===== config.mk =====
export PLATFORM = sky130hd
export DESIGN_NAME = fat_cluster_chain_locator
export DESIGN_NICKNAME = d
export VERILOG_FILES = /design/src/rtl/fccl_pkg.sv /design/src/rtl/fat_cluster_chain_locator.sv
export SDC_FILE = /design/constraint.sdc
export NUM_CORES = 2
export LEC_CHECK = 0
export ABC_AREA = 1
export BUFFER_PORTS_ARGS = -buffer_cell sky130_fd_sc_hd__buf_2
export CAP_MARGIN = 40
export CORE_MARGIN = 2
export CORE_UTILIZATION = 50
export DETAILED_ROUTE_END_ITERATION = 7
export PLACE_DENSITY_LB_ADDON = 0.2
export RECOVER_POWER = 25
export SKIP_LAST_GASP = 1
export SYNTH_ARGS = -nofsm -noshare
export SYNTH_HDL_FRONTEND = slang
export SYNTH_SLANG_ARGS = --single-unit
export TNS_END_PERCENT = 50

===== constraint.sdc =====
create_clock -name i_clk -period 35.3 [get_ports i_clk]
set_input_delay 7.06 -clock i_clk [delete_from_list [all_inputs] [get_ports i_clk]]
set_output_delay 7.06 -clock i_clk [all_outputs]
set_load 0.02 [all_outputs]

===== src/rtl/fccl_pkg.sv =====
// Shared constants and types for the FAT cluster chain locator.
package fccl_pkg;

    localparam int IN_TDATA_W  = 64;
    localparam int OUT_TDATA_W = 112;
    localparam int CFG_IDX_W   = 3;
    localparam int CFG_DATA_W  = 32;

    // Per-item divider: quotient bits resolved per pipeline stage.
    localparam int DIV_W          = 32;
    localparam int BITS_PER_STAGE = 4;
    localparam int DIV_STAGES     = DIV_W / BITS_PER_STAGE;

    // Register indexes.
    localparam logic [CFG_IDX_W-1:0] REG_BPS    = 3'd0;
    localparam logic [CFG_IDX_W-1:0] REG_SPC    = 3'd1;
    localparam logic [CFG_IDX_W-1:0] REG_RESV   = 3'd2;
    localparam logic [CFG_IDX_W-1:0] REG_COPIES = 3'd3;
    localparam logic [CFG_IDX_W-1:0] REG_ROOT   = 3'd4;
    localparam logic [CFG_IDX_W-1:0] REG_FATSZ  = 3'd5;
    localparam logic [CFG_IDX_W-1:0] REG_TOTAL  = 3'd6;
    localparam logic [CFG_IDX_W-1:0] REG_VOFF   = 3'd7;

    // Register reset values.
    localparam logic [12:0] RST_BPS    = 13'd512;
    localparam logic [7:0]  RST_SPC    = 8'd1;
    localparam logic [15:0] RST_RESV   = 16'd1;
    localparam logic [7:0]  RST_COPIES = 8'd2;
    localparam logic [15:0] RST_ROOT   = 16'd512;
    localparam logic [31:0] RST_FATSZ  = 32'd9;
    localparam logic [31:0] RST_TOTAL  = 32'd2880;
    localparam logic [31:0] RST_VOFF   = 32'd0;

    // Request modes.
    localparam logic [1:0] MODE_LOCATE = 2'd0;
    localparam logic [1:0] MODE_DECODE = 2'd1;
    localparam logic [1:0] MODE_DATA   = 2'd2;

    // FAT types.
    localparam logic [1:0] TYPE_FAT12 = 2'd0;
    localparam logic [1:0] TYPE_FAT16 = 2'd1;
    localparam logic [1:0] TYPE_FAT32 = 2'd2;

    // Type thresholds and end or bad marks.
    localparam logic [31:0] LIM_FAT12  = 32'h0000_0FF5;
    localparam logic [31:0] LIM_FAT16  = 32'h0000_FFF5;
    localparam logic [27:0] MARK_FAT12 = 28'h000_0FF7;
    localparam logic [27:0] MARK_FAT16 = 28'h000_FFF7;
    localparam logic [27:0] MARK_FAT32 = 28'hFFF_FFF7;
    localparam logic [11:0] MASK12     = 12'hFFF;
    localparam logic [27:0] MASK28     = 28'hFFF_FFFF;

    typedef struct packed {
        logic        vld;
        logic [1:0]  mode;
        logic [27:0] cluster;
        logic [31:0] raw;
        logic        oor;
        logic [31:0] prod;
        logic [31:0] dvd;
        logic [12:0] rem;
    } t_pipe;

endpackage


===== src/rtl/fat_cluster_chain_locator.sv =====
// FAT cluster chain locator: geometry derivation and pipelined cluster lookups.
// One item per cycle sustained while m_axis_tready is high and the geometry unit is not busy.
// The entry offset is divided by the sector size in an 8-stage pipeline, 4 bits a stage.
// After reset or any configuration write, a serial geometry unit runs two 32-step divisions
// while s_axis_tready stays low; configuration is always taken.
// Reset is synchronous, active low, and loads the default floppy geometry.
module fat_cluster_chain_locator (
    input  logic                               i_clk,
    input  logic                               i_rst_n,
    input  logic                               i_cfg_valid,
    output logic                               o_cfg_ready,
    input  logic [fccl_pkg::CFG_IDX_W-1:0]     i_cfg_index,
    input  logic [fccl_pkg::CFG_DATA_W-1:0]    i_cfg_data,
    input  logic                               s_axis_tvalid,
    output logic                               s_axis_tready,
    // [1:0] mode, [29:2] cluster, [61:30] raw_entry, rest zero
    input  logic [fccl_pkg::IN_TDATA_W-1:0]    s_axis_tdata,
    output logic                               m_axis_tvalid,
    input  logic                               m_axis_tready,
    // [1:0] fat_type, [33:2] sector, [45:34] byte_offset, [47:46] sector_count,
    // [75:48] entry_value, [76] out_of_range, [104:77] cluster_count, rest zero
    output logic [fccl_pkg::OUT_TDATA_W-1:0]   m_axis_tdata
);

    localparam int NSTG = fccl_pkg::DIV_STAGES;
    localparam int BSTG = fccl_pkg::BITS_PER_STAGE;

    localparam logic [2:0] ST_IDLE = 3'd0;
    localparam logic [2:0] ST_MUL  = 3'd1;
    localparam logic [2:0] ST_DIVR = 3'd2;
    localparam logic [2:0] ST_SUM  = 3'd3;
    localparam logic [2:0] ST_SUB  = 3'd4;
    localparam logic [2:0] ST_DIVC = 3'd5;
    localparam logic [2:0] ST_FIN  = 3'd6;

    // Configuration registers.
    logic [12:0] r_bps;
    logic [7:0]  r_spc;
    logic [15:0] r_resv;
    logic [7:0]  r_copies;
    logic [15:0] r_root;
    logic [31:0] r_fatsz;
    logic [31:0] r_total;
    logic [31:0] r_voff;

    // Derived geometry.
    logic [12:0] r_bps_nz;
    logic [7:0]  r_spc_nz;
    logic [39:0] r_fats;
    logic [41:0] r_ovh;
    logic [32:0] r_cnt_p1;
    logic [1:0]  r_type;
    logic [27:0] r_mark;
    logic [27:0] r_cnt_sat;

    // Serial geometry unit.
    logic [2:0]  r_state;
    logic        r_busy;
    logic [4:0]  r_cnt;
    logic [31:0] r_quo;
    logic [12:0] r_srem;
    logic [12:0] r_dsr;
    logic [13:0] w_st;
    logic        w_sge;

    // Item pipeline.
    fccl_pkg::t_pipe r_pipe [0:NSTG];
    fccl_pkg::t_pipe n_pipe [0:NSTG];
    fccl_pkg::t_pipe w_tmp;
    logic [13:0]     w_t;
    logic            w_q;
    logic [31:0]     w_rel;
    logic [31:0]     w_off;
    logic [1:0]      w_mode;
    logic [27:0]     w_cl;

    logic                              r_out_vld;
    logic [fccl_pkg::OUT_TDATA_W-1:0]  r_out;
    logic [fccl_pkg::OUT_TDATA_W-1:0]  n_out;
    logic                              w_en;

    assign o_cfg_ready   = 1'b1;
    assign w_en          = !r_out_vld || m_axis_tready;
    assign s_axis_tready = w_en && !r_busy;
    assign m_axis_tvalid = r_out_vld;
    assign m_axis_tdata  = r_out;

    always_comb begin
        w_st  = {r_srem, r_quo[31]};
        w_sge = w_st >= {1'b0, r_dsr};
    end

    always_ff @(posedge i_clk) begin
        if (!i_rst_n) begin
            r_bps    <= fccl_pkg::RST_BPS;
            r_spc    <= fccl_pkg::RST_SPC;
            r_resv   <= fccl_pkg::RST_RESV;
            r_copies <= fccl_pkg::RST_COPIES;
            r_root   <= fccl_pkg::RST_ROOT;
            r_fatsz  <= fccl_pkg::RST_FATSZ;
            r_total  <= fccl_pkg::RST_TOTAL;
            r_voff   <= fccl_pkg::RST_VOFF;
            r_state  <= ST_MUL;
            r_busy   <= 1'b1;
            r_cnt    <= 5'd0;
        end else if (i_cfg_valid) begin
            unique case (i_cfg_index)
                fccl_pkg::REG_BPS:    r_bps    <= i_cfg_data[12:0];
                fccl_pkg::REG_SPC:    r_spc    <= i_cfg_data[7:0];
                fccl_pkg::REG_RESV:   r_resv   <= i_cfg_data[15:0];
                fccl_pkg::REG_COPIES: r_copies <= i_cfg_data[7:0];
                fccl_pkg::REG_ROOT:   r_root   <= i_cfg_data[15:0];
                fccl_pkg::REG_FATSZ:  r_fatsz  <= i_cfg_data;
                fccl_pkg::REG_TOTAL:  r_total  <= i_cfg_data;
                fccl_pkg::REG_VOFF:   r_voff   <= i_cfg_data;
                default: ;
            endcase
            r_state <= ST_MUL;
            r_busy  <= 1'b1;
            r_cnt   <= 5'd0;
        end else begin
            unique case (r_state) inside
                ST_IDLE: ;
                ST_MUL: begin
                    r_bps_nz <= (r_bps == 13'd0) ? 13'd1 : r_bps;
                    r_spc_nz <= (r_spc == 8'd0) ? 8'd1 : r_spc;
                    r_fats   <= 40'(r_copies * r_fatsz);
                    // Ceiling division of the root directory bytes.
                    r_quo    <= 32'({r_root, 5'd0}) + 32'((r_bps == 13'd0) ? 13'd1 : r_bps)
                                - 32'd1;
                    r_dsr    <= (r_bps == 13'd0) ? 13'd1 : r_bps;
                    r_srem   <= 13'd0;
                    r_cnt    <= 5'd0;
                    r_state  <= ST_DIVR;
                end
                ST_DIVR, ST_DIVC: begin
                    r_srem <= w_sge ? 13'(w_st - {1'b0, r_dsr}) : w_st[12:0];
                    r_quo  <= {r_quo[30:0], w_sge};
                    r_cnt  <= r_cnt + 5'd1;
                    if (r_cnt == 5'd31) begin
                        r_state <= (r_state == ST_DIVR) ? ST_SUM : ST_FIN;
                    end
                end
                ST_SUM: begin
                    r_ovh   <= 42'(r_resv) + 42'(r_fats) + 42'(r_quo);
                    r_state <= ST_SUB;
                end
                ST_SUB: begin
                    r_quo   <= (42'(r_total) > r_ovh) ? 32'(42'(r_total) - r_ovh) : 32'd0;
                    r_dsr   <= 13'(r_spc_nz);
                    r_srem  <= 13'd0;
                    r_cnt   <= 5'd0;
                    r_state <= ST_DIVC;
                end
                ST_FIN: begin
                    r_cnt_p1  <= 33'(r_quo) + 33'd1;
                    r_cnt_sat <= (r_quo > 32'(fccl_pkg::MASK28)) ? fccl_pkg::MASK28
                                                                : r_quo[27:0];
                    if (r_quo < fccl_pkg::LIM_FAT12) begin
                        r_type <= fccl_pkg::TYPE_FAT12;
                        r_mark <= fccl_pkg::MARK_FAT12;
                    end else if (r_quo < fccl_pkg::LIM_FAT16) begin
                        r_type <= fccl_pkg::TYPE_FAT16;
                        r_mark <= fccl_pkg::MARK_FAT16;
                    end else begin
                        r_type <= fccl_pkg::TYPE_FAT32;
                        r_mark <= fccl_pkg::MARK_FAT32;
                    end
                    r_state <= ST_IDLE;
                    r_busy  <= 1'b0;
                end
                default: begin
                    r_state <= ST_IDLE;
                    r_busy  <= 1'b0;
                end
            endcase
        end
    end

    // Entry stage and divider stages.
    always_comb begin
        w_mode = s_axis_tdata[1:0];
        w_cl   = s_axis_tdata[29:2];
        case (r_type)
            fccl_pkg::TYPE_FAT12: w_off = 32'(w_cl) + 32'(w_cl[27:1]);
            fccl_pkg::TYPE_FAT16: w_off = {3'd0, w_cl, 1'b0};
            default:              w_off = {2'd0, w_cl, 2'b0};
        endcase
        n_pipe[0].vld     = s_axis_tvalid && s_axis_tready;
        n_pipe[0].mode    = w_mode;
        n_pipe[0].cluster = w_cl;
        n_pipe[0].raw     = s_axis_tdata[61:30];
        n_pipe[0].oor     = 33'(w_cl) > r_cnt_p1;
        n_pipe[0].prod    = 32'd0;
        n_pipe[0].dvd     = w_off;
        n_pipe[0].rem     = 13'd0;
        w_rel = 32'(r_pipe[0].cluster) - 32'd2;
        w_t   = 14'd0;
        w_q   = 1'b0;
        w_tmp = r_pipe[0];
        for (int k = 0; k < NSTG; k++) begin
            w_tmp = r_pipe[k];
            for (int b = 0; b < BSTG; b++) begin
                w_t = {w_tmp.rem, w_tmp.dvd[31]};
                w_q = w_t >= {1'b0, r_bps_nz};
                w_tmp.rem = w_q ? 13'(w_t - {1'b0, r_bps_nz}) : w_t[12:0];
                w_tmp.dvd = {w_tmp.dvd[30:0], w_q};
            end
            if (k == 0) begin
                w_tmp.prod = 32'(w_rel * r_spc_nz);
            end
            n_pipe[k+1] = w_tmp;
        end
    end

    // Result assembly.
    always_comb begin
        logic [31:0] v_sector;
        logic [11:0] v_boff;
        logic [1:0]  v_scnt;
        logic [27:0] v_entry;
        fccl_pkg::t_pipe v_p;
        v_p      = r_pipe[NSTG];
        v_sector = 32'd0;
        v_boff   = 12'd0;
        v_scnt   = 2'd0;
        v_entry  = v_p.oor ? r_mark : 28'd0;
        if (v_p.mode == fccl_pkg::MODE_LOCATE && !v_p.oor) begin
            v_sector = r_voff + 32'(r_resv) + v_p.dvd;
            v_boff   = v_p.rem[11:0] & fccl_pkg::MASK12;
            v_scnt   = (r_type == fccl_pkg::TYPE_FAT12) ? 2'd2 : 2'd1;
        end else if (v_p.mode == fccl_pkg::MODE_DECODE && !v_p.oor) begin
            case (r_type)
                fccl_pkg::TYPE_FAT12:
                    v_entry = v_p.cluster[0] ? 28'(v_p.raw[15:4]) : 28'(v_p.raw[11:0]);
                fccl_pkg::TYPE_FAT16: v_entry = 28'(v_p.raw[15:0]);
                default:              v_entry = v_p.raw[27:0];
            endcase
        end else if (v_p.mode == fccl_pkg::MODE_DATA) begin
            v_sector = v_p.prod + r_ovh[31:0];
        end
        n_out = {7'd0, r_cnt_sat, v_p.oor, v_entry, v_scnt, v_boff, v_sector, r_type};
    end

    always_ff @(posedge i_clk) begin
        if (!i_rst_n) begin
            for (int k = 0; k <= NSTG; k++) begin
                r_pipe[k].vld <= 1'b0;
            end
            r_out_vld <= 1'b0;
        end else if (w_en) begin
            for (int k = 0; k <= NSTG; k++) begin
                r_pipe[k] <= n_pipe[k];
            end
            r_out_vld <= r_pipe[NSTG].vld;
            r_out     <= n_out;
        end
    end

endmodule

==> metrics.cfg <==
[sta]
min_period_over_period=0.451
setup_tns_ns=0
fin_crit_ns=15.93
whs_ns=0.419
hold_viol_final=0
tightestPinTransition_ns=4.60
fmax_mhz=62.8
drv_slew=458
rsz0062_at_grt=no
relSlewSlack=-2.07
setup_viol=0
skew_ns=0.0514
setup_ws_ns=19.37

[clock_tree]
cts_resized=0
clk_pin_slew_worst_paths_ns=0.06
cts_tree=built
ctsLongestPathBuffers=3
numCtsBuffers=166
cts_sinks=1465
h-tree-depth=4
cts_hold_buf=0
post_cts_buffers=0
clock_latency_ns=0.83
root_buffer=clkbuf_16

[setup_path]
cp.depth=10
crit_top_cell=buf_4
cp-endpoint=r_pipe[0][1068]$_DFFE_PP_
crit_type=in -> reg
cp_max_fo=72
startpoint=i_rst_n
cp_top_family=buffers and inverters
reg2regPathDepth=51
critPathSlowestCell=clkbuf_1
crit-reg2reg-capture=r_pipe[0][857]$_DFFE_PP_
worst-path-buf-inv=9
critical_path_required_ns=35.74
path_cells=clkbuf_1 -> inv_1 -> nor2_1 -> clkbuf_1 -> buf_4 -> buf_4 -> buf_4 -> buf_16 -> buf_4 -> buf_4
startpoint_type=primary input
critPathCaptureType=flop
critPathMaxStageDelay_ns=2.42
worstPathArrival_ns=16.38
r2r_start=r_bps_nz[0]$_DFFE_PP_
reg2reg_slack_ns=24.12

[logic_synthesis]
yosys_warnings=0
synth_flop_cell=edfxtp_1
ys_seq_elements=1465
synthDistinctLibCells=66
synth_edf_count=1298
avgSynthCellArea_sq_um=8.01
netlist_area_sq_um=109000
seq_area_frac_synth=0.389
ys_top_cells_by_area=edfxtp_1 36%, nand2_1 9.6%, inv_1 9.3%
ys_async_sr_fraction=0
yosysTopAreaCellShare=0.358
synth_top_area_cell=edfxtp_1
netlist_instances=13581

[floorplan]
core_sq_um=217000
rows=171
die_h_um=470
start_util=0.502
die_area_sq_um=221000
io-pin-count=219
die_x_um=470

[route]
routedWlPerCell_um=19.7
final_antenna_net_count=0
route.detailed.drc=0
drt_iter0_drc=7117
routed_wl_um=330000
vias_per_cell=5.33
routed-via-count=88986
drtPass1Iterations=8

[placement]
portBuffers=204
gp_congestion=0.981
dpl_worst_slack_ns=20.14
hpwl_um=256000

[grt]
grt_usage=0.294
antenna_found_initial=24
overflow=0
grt_pass1_wl_um=503000
grt_max_degree=264
grt_pass1_vias=86501

[hold_path]
hp-class=reg -> reg

[finish]
nets=14978
utilization=0.546
drive_gt1_frac=0.0450
areaGrowthSynthToFinish_pct=8.75

[outcome]
outcome=finished with violations
violations=max-capacitance violations, max-slew violations

[job]
max_cap_viol_count=9

## per-layer routing
layer | track usage | part of all wire
met5 | 0 | 0.00019
met4 | 0.115 | 0.044
met3 | 0.0383 | 0.054
met2 | 0.489 | 0.47
met1 | 0.389 | 0.43
## per-stage QoR
stage / cell area (sq um) / cells
finish: 118000 / 16708
global route: 118000 / 16702
CTS: 118000 / 16697
detailed placement: 113000 / 16392
global placement: 113000 / 16371
floorplan: 109000 / 13592
## worst min-delay path by stage
stage,start,to,slack (ns),depth (start not counted)
final,r_cnt_sat[19]$_SDFFCE_PN1P_,m_axis_tdata[96]$_DFFE_PP_,0.42,0
after floorplan,r_cnt_sat[23]$_SDFFCE_PN1P_,m_axis_tdata[100]$_DFFE_PP_,0.40,0
after global routing,r_cnt_sat[18]$_SDFFCE_PN1P_,m_axis_tdata[95]$_DFFE_PP_,0.42,0
after detailed placement,r_cnt_sat[25]$_SDFFCE_PN1P_,m_axis_tdata[102]$_DFFE_PP_,0.40,0
after global placement,r_cnt_sat[18]$_SDFFCE_PN1P_,m_axis_tdata[95]$_DFFE_PP_,0.40,0
after CTS,r_cnt_sat[9]$_SDFFCE_PN1P_,m_axis_tdata[86]$_DFFE_PP_,0.42,0
## cell families after synthesis
group / synth area share
other cells: 0.0000690
flops: 0.389
simple gates: 0.211
xor+xnor: 0.0391
compound gates: 0.0900
fa+ha+maj: 0.162
buf+inv: 0.108
## cell usage in the layout (no fill, tap or decap), types with 63 or more instances in the layout
cell type  instances
a21o_1            63
a21oi_1          708
a31oi_1           67
buf_2            135
buf_4             79
clkbuf_1         125
clkbuf_16        166
dfxtp_1          167
edfxtp_1        1298
fa_1             405
ha_1             763
inv_1           2690
nand2_1         2796
nand3_1          532
nand4_1          143
nor2_1          1905
nor3_1            97
o21ai_0          616
o21bai_1          67
xnor2_1          178
xor2_1           308
## state kept, by name, indices dropped and copies added (netlist names), 13 cells and up
name / flops
r_bps: 13
r_cnt_sat: 28
r_srem: 13
r_quo: 32
r_fats: 40
r_root: 16
m_axis_tdata: 105
r_dsr: 13
r_ovh: 41
r_total: 32
r_pipe: 969
r_fatsz: 32
r_bps_nz: 13
r_cnt_p1: 33
r_voff: 32
r_resv: 16
## area by class of cell
cell class / instances / area (sq um)
Fill cell: 20345 / 98400
Multi-Input combinational cell: 9035 / 54700
Sequential cell: 1465 / 42300
Inverter: 2721 / 10200
Clock buffer: 215 / 4410
Tap cell: 2854 / 3570
Timing Repair Buffer: 317 / 2060
Clock inverter: 90 / 970
Antenna cell: 11 / 27.5
## cells in the mapped netlist (7+ instances only)
| cell type | number |
|---|---|
| buf_4 | 13 |
| nor4_1 | 26 |
| nand3_2 | 23 |
| a211oi_1 | 8 |
| a21boi_0 | 19 |
| o211ai_1 | 25 |
| fa_1 | 405 |
| inv_1 | 2701 |
| nand2_2 | 15 |
| and2_1 | 12 |
| o21ai_0 | 615 |
| a21o_1 | 63 |
| dfxtp_1 | 167 |
| o21ai_1 | 11 |
| nand3_1 | 532 |
| edfxtp_1 | 1298 |
| a21oi_2 | 10 |
| buf_2 | 46 |
| o21a_1 | 18 |
| nor2_1 | 1907 |
| o2111ai_1 | 23 |
| ha_1 | 763 |
| or2_2 | 33 |
| o31ai_1 | 10 |
| o221ai_1 | 38 |
| a21oi_1 | 708 |
| nand4_1 | 143 |
| nor3_1 | 98 |
| nor2_2 | 7 |
| and3_1 | 7 |
| o21bai_1 | 67 |
| nand3_4 | 11 |
| inv_2 | 14 |
| buf_6 | 10 |
| xor2_1 | 308 |
| nand3b_1 | 7 |
| xnor2_1 | 178 |
| a221oi_1 | 22 |
| clkbuf_1 | 291 |
| a31oi_1 | 67 |
| buf_1 | 11 |
| nand2_1 | 2796 |
## worst reg2reg max path, delay by kind of cell, from the launching register on
kind / cells / cell delay [ns]
buffers and inverters: 10 / 1.62
DFF: 1 / 0.33
AOI/OAI and AO/OA: 10 / 3.57
adders and majority gates: 5 / 1.52
and+or+nand+nor: 26 / 3.87
Power is left out: the tool's default activity adds up to more than one toggle a clock period on the data nets, which glitch-free logic cannot reach.
